### config.mk
export PLATFORM = sky130hd
export DESIGN_NAME = lms_cell
export DESIGN_NICKNAME = d
export VERILOG_FILES = /design/src/sv/lms_pkg.sv /design/src/sv/lms_cell.sv
export SDC_FILE = /design/constraint.sdc
export NUM_CORES = 2
export LEC_CHECK = 0
export BUFFER_PORTS_ARGS = -buffer_cell sky130_fd_sc_hd__buf_2
export CAP_MARGIN = 5
export CORE_AREA = 2 2 272 274
export DETAILED_ROUTE_END_ITERATION = 8
export DIE_AREA = 0 0 274 276
export GPL_ROUTABILITY_DRIVEN = 1
export PLACE_DENSITY = 0.69
export SYNTH_ARGS = -nofsm -noshare
export SYNTH_HDL_FRONTEND = slang
export SYNTH_SLANG_ARGS = --single-unit
### constraint.sdc
create_clock -name clk -period 13 [get_ports clk]
set_input_delay 2.6 -clock clk [delete_from_list [all_inputs] [get_ports clk]]
set_output_delay 2.6 -clock clk [all_outputs]
set_load 0.005 [all_outputs]
### src/sv/lms_pkg.sv
`timescale 1ns / 1ps
// ----------------------------------------------------------------------------
// lms_pkg
// Shared widths, sequencer state and control bundles for the LMS FIR.
// ----------------------------------------------------------------------------
package lms_pkg;

  localparam int SAMPLE_W = 16;  // Q1.15 samples and output
  localparam int TAP_W    = 24;  // Q4.20 taps
  localparam int STEP_W   = 16;  // Q0.16 step size
  localparam int DIFF_W   = 17;  // window[0] - y
  localparam int ERR_W    = 34;  // step * diff, Q3.31
  localparam int MPROD_W  = 40;  // tap * sample, Q5.35
  localparam int PROD_W   = 50;  // err * sample, Q4.46
  localparam int UPD_SH   = 26;  // Q4.46 -> Q4.20
  localparam int Y_SH     = 20;  // Q5.35 -> Q1.15

  localparam logic [STEP_W-1:0] STEP_RESET = 16'd655;

  // Sequencer states, one-hot
  typedef enum logic [6:0] {
    S_IDLE  = 7'b0000001,
    S_MUL   = 7'b0000010,
    S_ACC   = 7'b0000100,
    S_ROUND = 7'b0001000,
    S_ERR   = 7'b0010000,
    S_UMUL  = 7'b0100000,
    S_UPD   = 7'b1000000
  } lms_state_t;

  // Per-cell control, broadcast along the chain
  typedef struct packed {
    logic shift;  // take neighbor's sample
    logic mul;    // product <= tap * sample
    logic pass;   // product <= neighbor's product
    logic umul;   // product <= err * sample
    logic upd;    // tap <= sat(tap + round(product))
  } cell_ctrl_t;

  // Accumulator / error unit control
  typedef struct packed {
    logic clear;
    logic add;
    logic fin;    // register rounded, saturated y
    logic err;    // register step * (window[0] - y)
  } tail_ctrl_t;

endpackage

### src/sv/lms_cell.sv
`timescale 1ns / 1ps
// ----------------------------------------------------------------------------
// lms_cell
// One tap of the chain: holds a sample, a weight and a product register.
// ----------------------------------------------------------------------------
module lms_cell #(
  parameter logic signed [lms_pkg::TAP_W-1:0] TAP_INIT = 24'sd65536
) (
  input  logic                                clk,
  input  logic                                rst_n,
  input  lms_pkg::cell_ctrl_t                 ctrl,
  input  logic signed [lms_pkg::SAMPLE_W-1:0] win_in,
  input  logic signed [lms_pkg::PROD_W-1:0]   prod_in,
  input  logic signed [lms_pkg::ERR_W-1:0]    err,
  output logic signed [lms_pkg::SAMPLE_W-1:0] win_out,
  output logic signed [lms_pkg::PROD_W-1:0]   prod_out
);
  import lms_pkg::*;

  localparam logic signed [TAP_W+1:0] TSUM_MAX = (TAP_W+2)'(8388607);
  localparam logic signed [TAP_W+1:0] TSUM_MIN = (TAP_W+2)'(-8388608);

  logic signed [SAMPLE_W-1:0] win_r, win_nxt;
  logic signed [TAP_W-1:0]    tap_r, tap_nxt;
  logic signed [PROD_W-1:0]   prod_r, prod_nxt;
  logic signed [MPROD_W-1:0]  mprod;
  logic signed [PROD_W-1:0]   uprod;
  logic signed [PROD_W:0]     rsum;
  logic signed [TAP_W:0]      delta;
  logic signed [TAP_W+1:0]    tsum;

  assign mprod = tap_r * win_r;
  assign uprod = err * win_r;

  // Round half up to Q4.20, add and clamp
  assign rsum  = {prod_r[PROD_W-1], prod_r} + (PROD_W+1)'(64'sd1 <<< (UPD_SH - 1));
  assign delta = rsum[PROD_W:UPD_SH];
  assign tsum  = {{2{tap_r[TAP_W-1]}}, tap_r} + {delta[TAP_W], delta};

  always_comb begin
    win_nxt  = ctrl.shift ? win_in : win_r;
    prod_nxt = prod_r;
    if (ctrl.mul) begin
      prod_nxt = {{(PROD_W-MPROD_W){mprod[MPROD_W-1]}}, mprod};
    end else if (ctrl.pass) begin
      prod_nxt = prod_in;
    end else if (ctrl.umul) begin
      prod_nxt = uprod;
    end
    tap_nxt = tap_r;
    if (ctrl.upd) begin
      if (tsum > TSUM_MAX) begin
        tap_nxt = TSUM_MAX[TAP_W-1:0];
      end else if (tsum < TSUM_MIN) begin
        tap_nxt = TSUM_MIN[TAP_W-1:0];
      end else begin
        tap_nxt = tsum[TAP_W-1:0];
      end
    end
  end

  always_ff @(posedge clk) begin
    if (!rst_n) begin
      win_r <= '0;
      tap_r <= TAP_INIT;
    end else begin
      win_r <= win_nxt;
      tap_r <= tap_nxt;
    end
  end

  always_ff @(posedge clk) begin
    prod_r <= prod_nxt;
  end

  assign win_out  = win_r;
  assign prod_out = prod_r;

endmodule

==> impl_metrics.toml <==
[outcome]
status = "finished clean"

[worst_setup_path]
crit_arrival_ns = 9.14
timing.critical_path.cells = "buf_2 > nand2_1 > fa_1 > inv_1 > fa_1 > inv_1 > fa_1 > inv_1 > fa_1 > fa_1 > inv_1 > fa_1 > inv_1 > ha_1 > nand4_1 > nor3_1 > nand3_1 > a31oi_1 > nor2_1 > o31ai_1 > a41oi_1 > xor2_1 > o21a_1 > a21oi_1"
regToRegStartpoint = "win_out[6]"
reg2reg_depth = 21
crit_start = "err[7]"
cp_common_cell = "fa_1"
crit_required_ns = 13.10
critPathCaptureType = "flop"
crit_family = "adder cells"
path_class = "in2reg"
worstSetupStartpointType = "primary input"
cp_max_fo = 16
slowest_delay_ns = 0.57
reg2reg_to = "prod_out[44]"
cp.depth = 24
cpMaxStageDelayCell = "fa_1"
crit_end = "prod_out[34]"
regToRegSetupSlack_ns = 4.52
path_buf_inv = 6

[floorplan]
start_util = 0.5272
design.die.area_um2 = 75620
placementRows = 99
die_w_um = 274
core-area_um2 = 72590
die_h_um = 276
num_io_pins = 173

[synthesis]
yosysTopAreaCell = "fa_1"
synth_warnings = 0
yosys_most_used_dff = "edfxtp_1"
synth_top_area_frac = 0.4650
synth_area_um2 = 38270
syn-num-nets = 5583
ys_types = 83
synth_edf_count = 50
synthTopCellsByCount = "inv_1 (1034), fa_1 (889), nand2_1 (629), and2_1 (339), ha_1 (242)"
synth.area.top_cells = "fa_1 (47%), inv_1 (10%), ha_1 (7.9%)"
ys_ff_latch = 90
synth.avg_cell_area_um2 = 8.808
ys_async_sr_fraction = 0
syn_inst = 4345
synth.most_common_cell = "inv_1"
yosysSeqAreaShare = 0.06016

[sta]
setup_ws_ns = 3.958
maxSlewViolCount = 0
fmax_ghz = 0.1106
setup_viol = 0
fin_worst_skew_ns = 0.01804
period_minus_slack_ns = 9.042
finalCritPeriodShare = 0.6956
worstMarginPinSlew_ns = 1.163
rsz0062_at_grt = "false"
tns_ns = 0
final-hold-violation-count = 0
timing.slew.headroom = 0.2228

[grt]
grt_pass1_vias = 30680
grtUsageTotal = 0.2753
grt_max_degree = 75
grt.overflow.total = 0
antenna_found_initial = 7
grt_pass1_wl_um = 162800

[detailed_routing]
drt-pass1-iter-count = 7
vias = 28920
drtIter0Drc = 1962
vias_per_cell = 5.448
wl_um = 98770
wire_per_inst_um = 18.60
antenna_left = 0
drc = 0

[final_layout]
fin_nets = 5580
drive_gt1_frac = 0.05820
stdcell_count = 5309
fillerInstances = 6675
fin_util = 0.5521
areaGrowthSynthToFinish_pct = 4.721

[pwr]
power.density_nw_per_um2 = 176.0
p_total_w = 0.007053
leakagePower_nw = 20.40
irDropWorstVdd_mv = 0.2503

[clock_network]
cts_buffer_depth = 2
cts_tree = "built"
cts_buffers = 9
cts.clk_slew.worst_paths_ns = 0.07
clkLatencyLatePin_ns = 0.39
post_cts_buffers = 0
htree_levels = 3
clockRootBuffer = "clkbuf_16"
cts_resized = 0
postCtsHoldBufs = 0
clock-sinks = 90

[placed_design]
gp_congestion = 0.9559
dp.cells = 5290
place.detailed.hpwl_um = 80440
io_buffers = 172
preCtsSetupSlack_ns = 3.744

[min_path]
hp-class = "reg2reg"

[job]
max_cap_viol_count = 0
flip-flops by register name, indices dropped and copies added (netlist names):
signal    count
tap_r        24
win_out      16
prod_out     50
layout by cell type, fill, tap and decap left out, types with 4 or more instances in the layout:
| master | netlist | layout |
|---|---|---|
| dfxtp_2 | 0 | 15 |
| a21o_1 | 44 | 44 |
| xor2_1 | 45 | 45 |
| a21oi_1 | 122 | 122 |
| o211ai_1 | 10 | 10 |
| nand2b_1 | 34 | 34 |
| a211o_1 | 7 | 7 |
| o21ai_0 | 80 | 80 |
| o21ai_1 | 9 | 9 |
| and4_1 | 5 | 5 |
| ha_1 | 242 | 242 |
| buf_2 | 4 | 172 |
| o41ai_1 | 4 | 4 |
| o31a_1 | 4 | 4 |
| and3_1 | 21 | 21 |
| mux2i_1 | 26 | 26 |
| nor2b_1 | 10 | 10 |
| a31oi_1 | 20 | 20 |
| nor2_1 | 146 | 146 |
| edfxtp_1 | 50 | 50 |
| a221o_1 | 20 | 20 |
| nand4_1 | 17 | 17 |
| o21bai_1 | 19 | 19 |
| inv_1 | 1034 | 1033 |
| o21a_1 | 10 | 10 |
| clkbuf_16 | 0 | 9 |
| nor3_1 | 20 | 20 |
| fa_1 | 889 | 889 |
| nand2_1 | 629 | 629 |
| or3_1 | 5 | 4 |
| a211oi_1 | 34 | 34 |
| buf_4 | 0 | 24 |
| dfxtp_1 | 40 | 25 |
| o31ai_1 | 4 | 4 |
| and2_1 | 339 | 339 |
| nand3_1 | 39 | 39 |
| xnor2_1 | 88 | 88 |
layer usage:
metal	vias up	track usage	wire [um]
li1	12970	-	-
met1	14830	0.3572	39440
met2	928	0.4682	49050
met3	185	0.03813	6249
met4	10	0.1030	3970
met5	-	0	66
worst min-delay path: cells and delay by family, from the launching register on:
family / cells / cell delay, ns
AO/OA/AOI/OAI: 1 / 0.07
flip-flops: 1 / 0.33
AND/OR/NAND/NOR: 1 / 0.07
where the power goes:
group | total [W] | leakage, nW | switching [W] | internal, W
Combinational | 0.00594 | 19.4 | 0.00346 | 0.00248
Clock | 0.000327 | 0.164 | 0.000137 | 0.000190
Sequential | 0.000788 | 0.869 | 0.000316 | 0.000472
Total | 0.00705 | 20.4 | 0.00392 | 0.00314
layout make-up:
type,instances,area (um2),share of cell area
Antenna cell,3,7.507,0.0001873
Clock buffer,9,225.2,0.005620
Clock inverter,7,125.1,0.003122
Inverter,1034,3881,0.09684
Multi-Input combinational cell,3011,31280,0.7804
Sequential cell,90,2321,0.05791
Tap cell,959,1200,0.02994
Timing Repair Buffer,196,1041,0.02597
worst min path at each step:
stage | start | endpoint | slack [ns] | cells past startpoint
after global routing | tap_r[0] | tap_r[0] | 0.55 | 2
after detailed placement | tap_r[0] | tap_r[0] | 0.52 | 2
after floorplan | tap_r[17] | tap_r[17] | 0.53 | 2
after CTS | tap_r[0] | tap_r[0] | 0.53 | 2
final | tap_r[0] | tap_r[0] | 0.52 | 2
after global placement | tap_r[0] | tap_r[0] | 0.50 | 2
kinds of logic after synthesis:
family                   share of synthesized area
AND/OR/NAND/NOR                             0.1589
buffers and inverters                       0.1226
adder cells (fa/ha/maj)                     0.5442
AO/OA/AOI/OAI                              0.07637
XOR/XNOR                                   0.03044
flip-flops                                 0.06016
multiplexers                              0.007389
metrics by stage:
stage	hold WS, ns	instance area [um2]
5_1_grt	0.5524	40070
3_3_place_gp	0.4999	39720
6_report	0.5243	40080
3_5_place_dp	0.5187	39720
2_1_floorplan	0.5309	38270
4_1_cts	0.5305	40070
(Power assumes the default switching activity.)
